**config.mk**
```make
export PLATFORM = sky130hd
export DESIGN_NAME = tac_isqrt
export DESIGN_NICKNAME = d
export VERILOG_FILES = /design/src/hdl/tac_pkg.sv /design/src/hdl/tac_isqrt.sv
export SDC_FILE = /design/constraint.sdc
export NUM_CORES = 2
export LEC_CHECK = 0
export BUFFER_PORTS_ARGS = -buffer_cell sky130_fd_sc_hd__buf_2
export CORE_ASPECT_RATIO = 0.75
export CORE_MARGIN = 2
export CORE_UTILIZATION = 55
export CTS_BUF_LIST = sky130_fd_sc_hd__clkbuf_4
export DETAILED_ROUTE_END_ITERATION = 10
export GPL_ROUTABILITY_DRIVEN = 0
export GPL_TIMING_DRIVEN = 0
export PLACE_DENSITY = 0.74
export SYNTH_ARGS = -nofsm -noshare
export SYNTH_HDL_FRONTEND = slang
export SYNTH_SLANG_ARGS = --single-unit
```
**constraint.sdc**
```tcl
create_clock -name clk -period 3.6 [get_ports clk]
set_input_delay 0 -clock clk [delete_from_list [all_inputs] [get_ports clk]]
set_output_delay 0 -clock clk [all_outputs]
set_load 0.005 [all_outputs]
```
**src/hdl/tac_pkg.sv**
```systemverilog
// ----------------------------------------------------------------------------
// tac_pkg
// Shared types, constants and rounding helpers for the thrust-axis controller.
// ----------------------------------------------------------------------------
package tac_pkg;

    localparam int SQRT_STAGES = 32;
    localparam int DIV_STAGES  = 16;
    localparam int SIDE_DEPTH  = SQRT_STAGES + DIV_STAGES;
    localparam int LAW_STAGES  = 7;
    localparam int LATENCY     = 2 + SIDE_DEPTH + LAW_STAGES;
    localparam int CFG_IDX_W   = 3;

    typedef enum logic [CFG_IDX_W-1:0] {
        REG_GAIN_X  = 3'd0,
        REG_GAIN_Y  = 3'd1,
        REG_GAIN_Z  = 3'd2,
        REG_LIMIT_X = 3'd3,
        REG_LIMIT_Y = 3'd4,
        REG_LIMIT_Z = 3'd5
    } reg_idx_t;

    typedef logic signed [15:0] q14_t;
    typedef q14_t [2:0]         vec3_t;
    typedef vec3_t [2:0]        mat3_t;
    typedef logic signed [31:0] prod_t;
    typedef prod_t [9:0]        prod10_t;
    typedef logic [15:0]        gain_t;
    typedef logic [14:0]        limit_t;

    typedef struct packed {
        mat3_t rm;
        vec3_t rg;
        vec3_t t;
        logic  mode;
    } side_t;

    typedef struct packed {
        logic [35:0] rem;
        logic [31:0] root;
        logic [31:0] src;
    } sqrt_stage_t;

    typedef struct packed {
        logic [47:0] p;
        logic [32:0] d;
        logic [15:0] q;
        logic        neg;
    } div_lane_t;

    typedef struct packed {
        div_lane_t [2:0] lane;
        logic            zero;
    } div_stage_t;

    function automatic q14_t rnd_sat16(input logic signed [33:0] v);
        logic signed [33:0] x;
        logic signed [19:0] y;
        x = v + 34'sd8192;
        y = x[33:14];
        if (y > 20'sd32767)
        begin
            return 16'sh7fff;
        end
        if (y < -20'sd32768)
        begin
            return 16'sh8000;
        end
        return y[15:0];
    endfunction

    function automatic mat3_t quat_mat(input prod10_t p);
        logic signed [33:0] aa, bb, cc, dd, ab, ac, ad, bc, bd, cd;
        mat3_t m;
        aa = 34'(p[0]);
        bb = 34'(p[1]);
        cc = 34'(p[2]);
        dd = 34'(p[3]);
        ab = 34'(p[4]);
        ac = 34'(p[5]);
        ad = 34'(p[6]);
        bc = 34'(p[7]);
        bd = 34'(p[8]);
        cd = 34'(p[9]);
        m[0][0] = rnd_sat16(aa + bb - cc - dd);
        m[0][1] = rnd_sat16((bc - ad) <<< 1);
        m[0][2] = rnd_sat16((ac + bd) <<< 1);
        m[1][0] = rnd_sat16((bc + ad) <<< 1);
        m[1][1] = rnd_sat16(aa - bb + cc - dd);
        m[1][2] = rnd_sat16((cd - ab) <<< 1);
        m[2][0] = rnd_sat16((bd - ac) <<< 1);
        m[2][1] = rnd_sat16((ab + cd) <<< 1);
        m[2][2] = rnd_sat16(aa - bb - cc + dd);
        return m;
    endfunction

endpackage

```
**src/hdl/tac_isqrt.sv**
```systemverilog
// ----------------------------------------------------------------------------
// tac_isqrt
// Pipelined integer square root of sq * 2^32, one result bit per stage.
// ----------------------------------------------------------------------------
module tac_isqrt (
    input  logic        clk,
    input  logic [31:0] sq,
    output logic [31:0] root
);
    import tac_pkg::*;

    sqrt_stage_t st_reg  [SQRT_STAGES];
    sqrt_stage_t st_next [SQRT_STAGES];
    sqrt_stage_t init;

    function automatic sqrt_stage_t sqrt_step(input sqrt_stage_t s);
        logic [35:0] rs;
        logic [35:0] trial;
        sqrt_stage_t o;
        rs    = {s.rem[33:0], s.src[31:30]};
        trial = {2'b00, s.root, 2'b01};
        o.src = {s.src[29:0], 2'b00};
        if (rs >= trial)
        begin
            o.rem  = rs - trial;
            o.root = {s.root[30:0], 1'b1};
        end
        else
        begin
            o.rem  = rs;
            o.root = {s.root[30:0], 1'b0};
        end
        return o;
    endfunction

    always_comb
    begin
        init.rem   = '0;
        init.root  = '0;
        init.src   = sq;
        st_next[0] = sqrt_step(init);
        for (int k = 1; k < SQRT_STAGES; k++)
        begin
            st_next[k] = sqrt_step(st_reg[k-1]);
        end
    end

    always_ff @(posedge clk)
    begin
        st_reg <= st_next;
    end

    assign root = st_reg[SQRT_STAGES-1].root;

endmodule

```
* Yosys cells after proc, flatten, opt, wreduce, memory -nomap -nowiden
Index checks and enable logic that the tools add are counted.
Storage, ports and cells: register bits 2287, bits in latches 0, memory bits (writable) 0, bits in read-only memories 0, bits of input ports 33, output and inout port bits 32, logic and storage cells 189, memories 0
Operators by class: $add $sub $neg 31, multipliers 0, div/mod/pow operators 0, $lt $le $gt $ge 32, equal/unequal tests 0, shift operators 0, muxes and demuxes 32, bitwise operators 0, reductions and logical operators 0
Operators by type and width (count):
- $mux W66 | 30
- $ge A36 B34 Y1 | 31
- $sub A34 B34 Y34 | 30
- $mux W34 | 1
- $sub A2 B1 Y3 const B | 1
- $ge A2 B1 Y1 const B | 1
- $mux W1 | 1

* Depth between registers and ports, before layout
word-level depth 2, depth in mapped cells 16, gate-level depth less buffers 15

* Least setup slack after synthesis
No wires, ideal clock.
path type reg2reg, start point register st_reg[564] (netlist bit), end point register st_reg[466] (netlist bit), library setup time 0.121 ns, arrival time 3.506 ns, required time 3.479 ns, slack -0.026 ns, cell stages (with the launch flop) 12, path buffers 1, period minus slack after synthesis 3.626 ns, cell sequence dfxtp_1 > ha_1 > fa_1 > a211o_1 > a2111o_1 > a31oi_2 > a2111oi_1 > or3_1 > a41o_1 > a21boi_2 > buf_2 > mux2_2
RTL lines:
- from (decl) | line tac_isqrt.sv:12 | sqrt_stage_t st_reg [SQRT_STAGES];
- from (signal assigned) | line tac_isqrt.sv:50 | st_reg <= st_next;

==> key figures <==
Synth
  – Sequential area share after synthesis: 0.474
  – Count leader, synth: dfxtp_1
  – Yosys cell types: 100
  – Post-synth EDFFs: 0
  – Syn Area/Cell: 9.47 um^2
  – Synth top area share: 0.474
  – Net count after synthesis: 8416
  – Synthesized flop and latch total: 1756
  – Mapped Area: 74200 um^2
  – Cells after Synth: 7837
  – Area leader, netlist: dfxtp_1
  – Most frequent cells after synthesis: 1756 x dfxtp_1, 688 x inv_1, 611 x nand2_1
  – Top cells by area in the synthesized netlist: dfxtp_1 47%, ha_1 9.0%, xor2_1 4.8%
  – Ys flop type: dfxtp_1
  – Synth warn: 0
  – Synth async-reset ratio: 0

Clocking
  – Number of buffers created by CTS: 412
  – Clk buf depth: 4
  – Clock transition at the registers of the reported paths: 0.07 ns
  – Clk_lat worst skew: 1.35 ns
  – Clock H-tree levels: 5
  – CTS tree: built
  – CTS Root Cell: clkbuf_4
  – Sinks on Clock Net: 1756

Route
  – DR vias/cell: 5.36
  – Drt first pass iters: 6
  – 1st-iter DRT viols: 3819
  – DR vias: 56300
  – Post-Route WL: 165 mm
  – DRT antenna net count: 0
  – DRC Markers: 0
  – WL/cell: 15.7 um

Floorplan
  – Die W: 428 um
  – Initial Utilization: 0.555
  – Top-level port count: 65
  – FP Rows: 116
  – Die ar.: 138000 um^2
  – Die span in y: 322 um
  – Area of the core: 134000 um^2

GRT
  – Vias in the first global route: 55500
  – Initial antenna violation count: 4
  – GRT Total Usage: 0.234
  – First-pass GRT wire length: 269 mm
  – GRT overflow: 0
  – Largest net degree at the start of global routing: 19

Final layout
  – Fin area: 83900 um^2
  – FF/Latch Area: 35200 um^2
  – Final nets: 9023
  – Final std cells w/o fill: 10500
  – Synth-to-Final Area Change: 13.1%
  – Fillers: 10900
  – Largest register FFs: 1514
  – Share of layout cells above drive strength 1: 0.128
  – Multi-input logic area: 36400 um^2

Critical path
  – WP data required: 4.77 ns
  – CP Class: reg -> reg
  – Crit path max fanout: 8
  – CP startpoint kind: flip-flop
  – CP Data Arrival Time: 4.73 ns
  – Worst setup EP type: flip-flop

STA
  – Period utilization: 0.991
  – # setup viols final: 0
  – Final Skew: 0.102 ns
  – Final Max Slew Viols: 0
  – Hold Vio Cnt, Final: 0
  – Setup TNS: 0 ns
  – RSZ-0062 raised after global routing: yes
  – Hold_ws: 0.314 ns
  – Worst Tran Pin Value: 0.831 ns
  – Slew headroom: 0.442
  – Min Tclk post-route: 3.57 ns
  – Max Freq: 0.280 GHz

Pwr
  – Pwr/cell area: 603 nW/um^2
  – Total power: 50.6 mW
  – Maximum vdd drop: 0.441 mV
  – Pleak: 40.6 nW

Place
  – Dpl hpwl: 122 mm
  – IO buf count: 64
  – Post-DP Area: 76800 um^2
  – Dpl cells: 9671

Flow run
  – Max-Cap Viols: 0

Min path
  – Hold Crit Class: reg -> reg

Run status
  – Outcome: complete, no violations
metrics by stage:
step                      utilization  setup WS, ns
after floorplan                     -       0.00718
after global placement          0.574         -1.11
after detailed placement        0.574         -1.19
after CTS                       0.622      0.000672
after global routing            0.628       -0.0621
final                           0.628        0.0339
layout by cell type, fill, tap and decap left out, types with 24 or more instances in the layout:
master         Yosys  final
a211oi_1          50     42
a21o_1           206    206
a21oi_1          519    499
a31oi_1           45     35
and2_1            25     25
and3_1            48     45
buf_2             23     82
buf_4             32     68
clkbuf_1         102     57
clkbuf_2           2     30
clkbuf_4           0    589
clkinv_1           0     67
dfxtp_1         1756   1749
dlygate4sd3_1      0     98
ha_1             531    528
inv_1            688    687
mux2_2            75     72
nand2_1          611    606
nand2b_1          96     96
nand3_1          116    115
nand4_1           63     63
nor2_1           536    532
nor2b_1           65     64
nor3_1           197    190
nor4_1           116    107
o211ai_1          24     24
o21a_1            92     91
o21ai_0          413    392
o21bai_1          60     59
o31ai_1           51     48
or2_2             30     30
or3_1             71     69
or4_1             50     49
xnor2_1          394    394
xor2_1           410    410
where the power goes:
part	leakage [nW]	switching (mW)	internal [mW]
Clock	2.92	7.44	7.58
Combinational	23.1	5.18	4.59
Sequential	14.6	2.86	23.0
worst max-delay path, stage by stage (launching register included):
cell       delay [ns]
dfxtp_2          0.34
inv_2            0.05
ha_4             0.16
fa_2             0.34
a211o_1          0.32
a2111o_1         0.42
a31oi_4          0.23
a2111oi_4        0.11
or3_4            0.44
a41o_4           0.28
a21boi_4         0.18
buf_12           0.15
buf_12           0.14
mux2_4           0.30
per-layer routing:
layer | track usage | share of wire | up-vias
met5 | 0 | 0 | -
met2 | 0.385 | 0.46 | 1626
met3 | 0.0423 | 0.058 | 351
met1 | 0.306 | 0.46 | 26100
li1 | - | - | 28200
met4 | 0.0866 | 0.023 | 0
logic make-up after synthesis:
logic type	after synthesis	synth area share
AOI/OAI and AO/OA	1645	0.138
xor gates and xnor gates	804	0.0949
adders and majority gates	546	0.0936
buffers and inverters	863	0.0461
DFF	1756	0.474
muxes	80	0.0121
other	1	0.0000505
and+or+nand+nor	2142	0.142
cell type report:
cell class              instances  share of cell area
diodes                         10            0.000298
plain buffers                 165              0.0118
clock buffers                 586              0.0524
clock inverters                95             0.00540
inverters                     693              0.0311
multi-input cells            5218               0.434
flip-flops and latches       1756               0.419
well taps                    1770              0.0264
repair buffers                198              0.0196
timing repair:
action                                  CTS  global route
endpoints found under the setup margin  418           496
hold endpoints to repair                 33             0
setup buffers                            17            19
pin swaps                                18            34
cloned                                    1             0
resized for setup                       122           183
hold buffers                             98             0
final timing paths:
| check | startpoint | endpoint | slack, ns | cells past startpoint |
|---|---|---|---|---|
| worst min-delay path | st_next[1730] | st_reg[1730] | 0.31 | 0 |
| worst max-delay path | st_reg[532] | st_reg[473] | 0.03 | 13 |
| worst max register to register | st_reg[532] | st_reg[473] | 0.03 | 13 |
| worst min register to register | st_next[1730] | st_reg[1730] | 0.31 | 0 |
(Power assumes the default switching activity.)
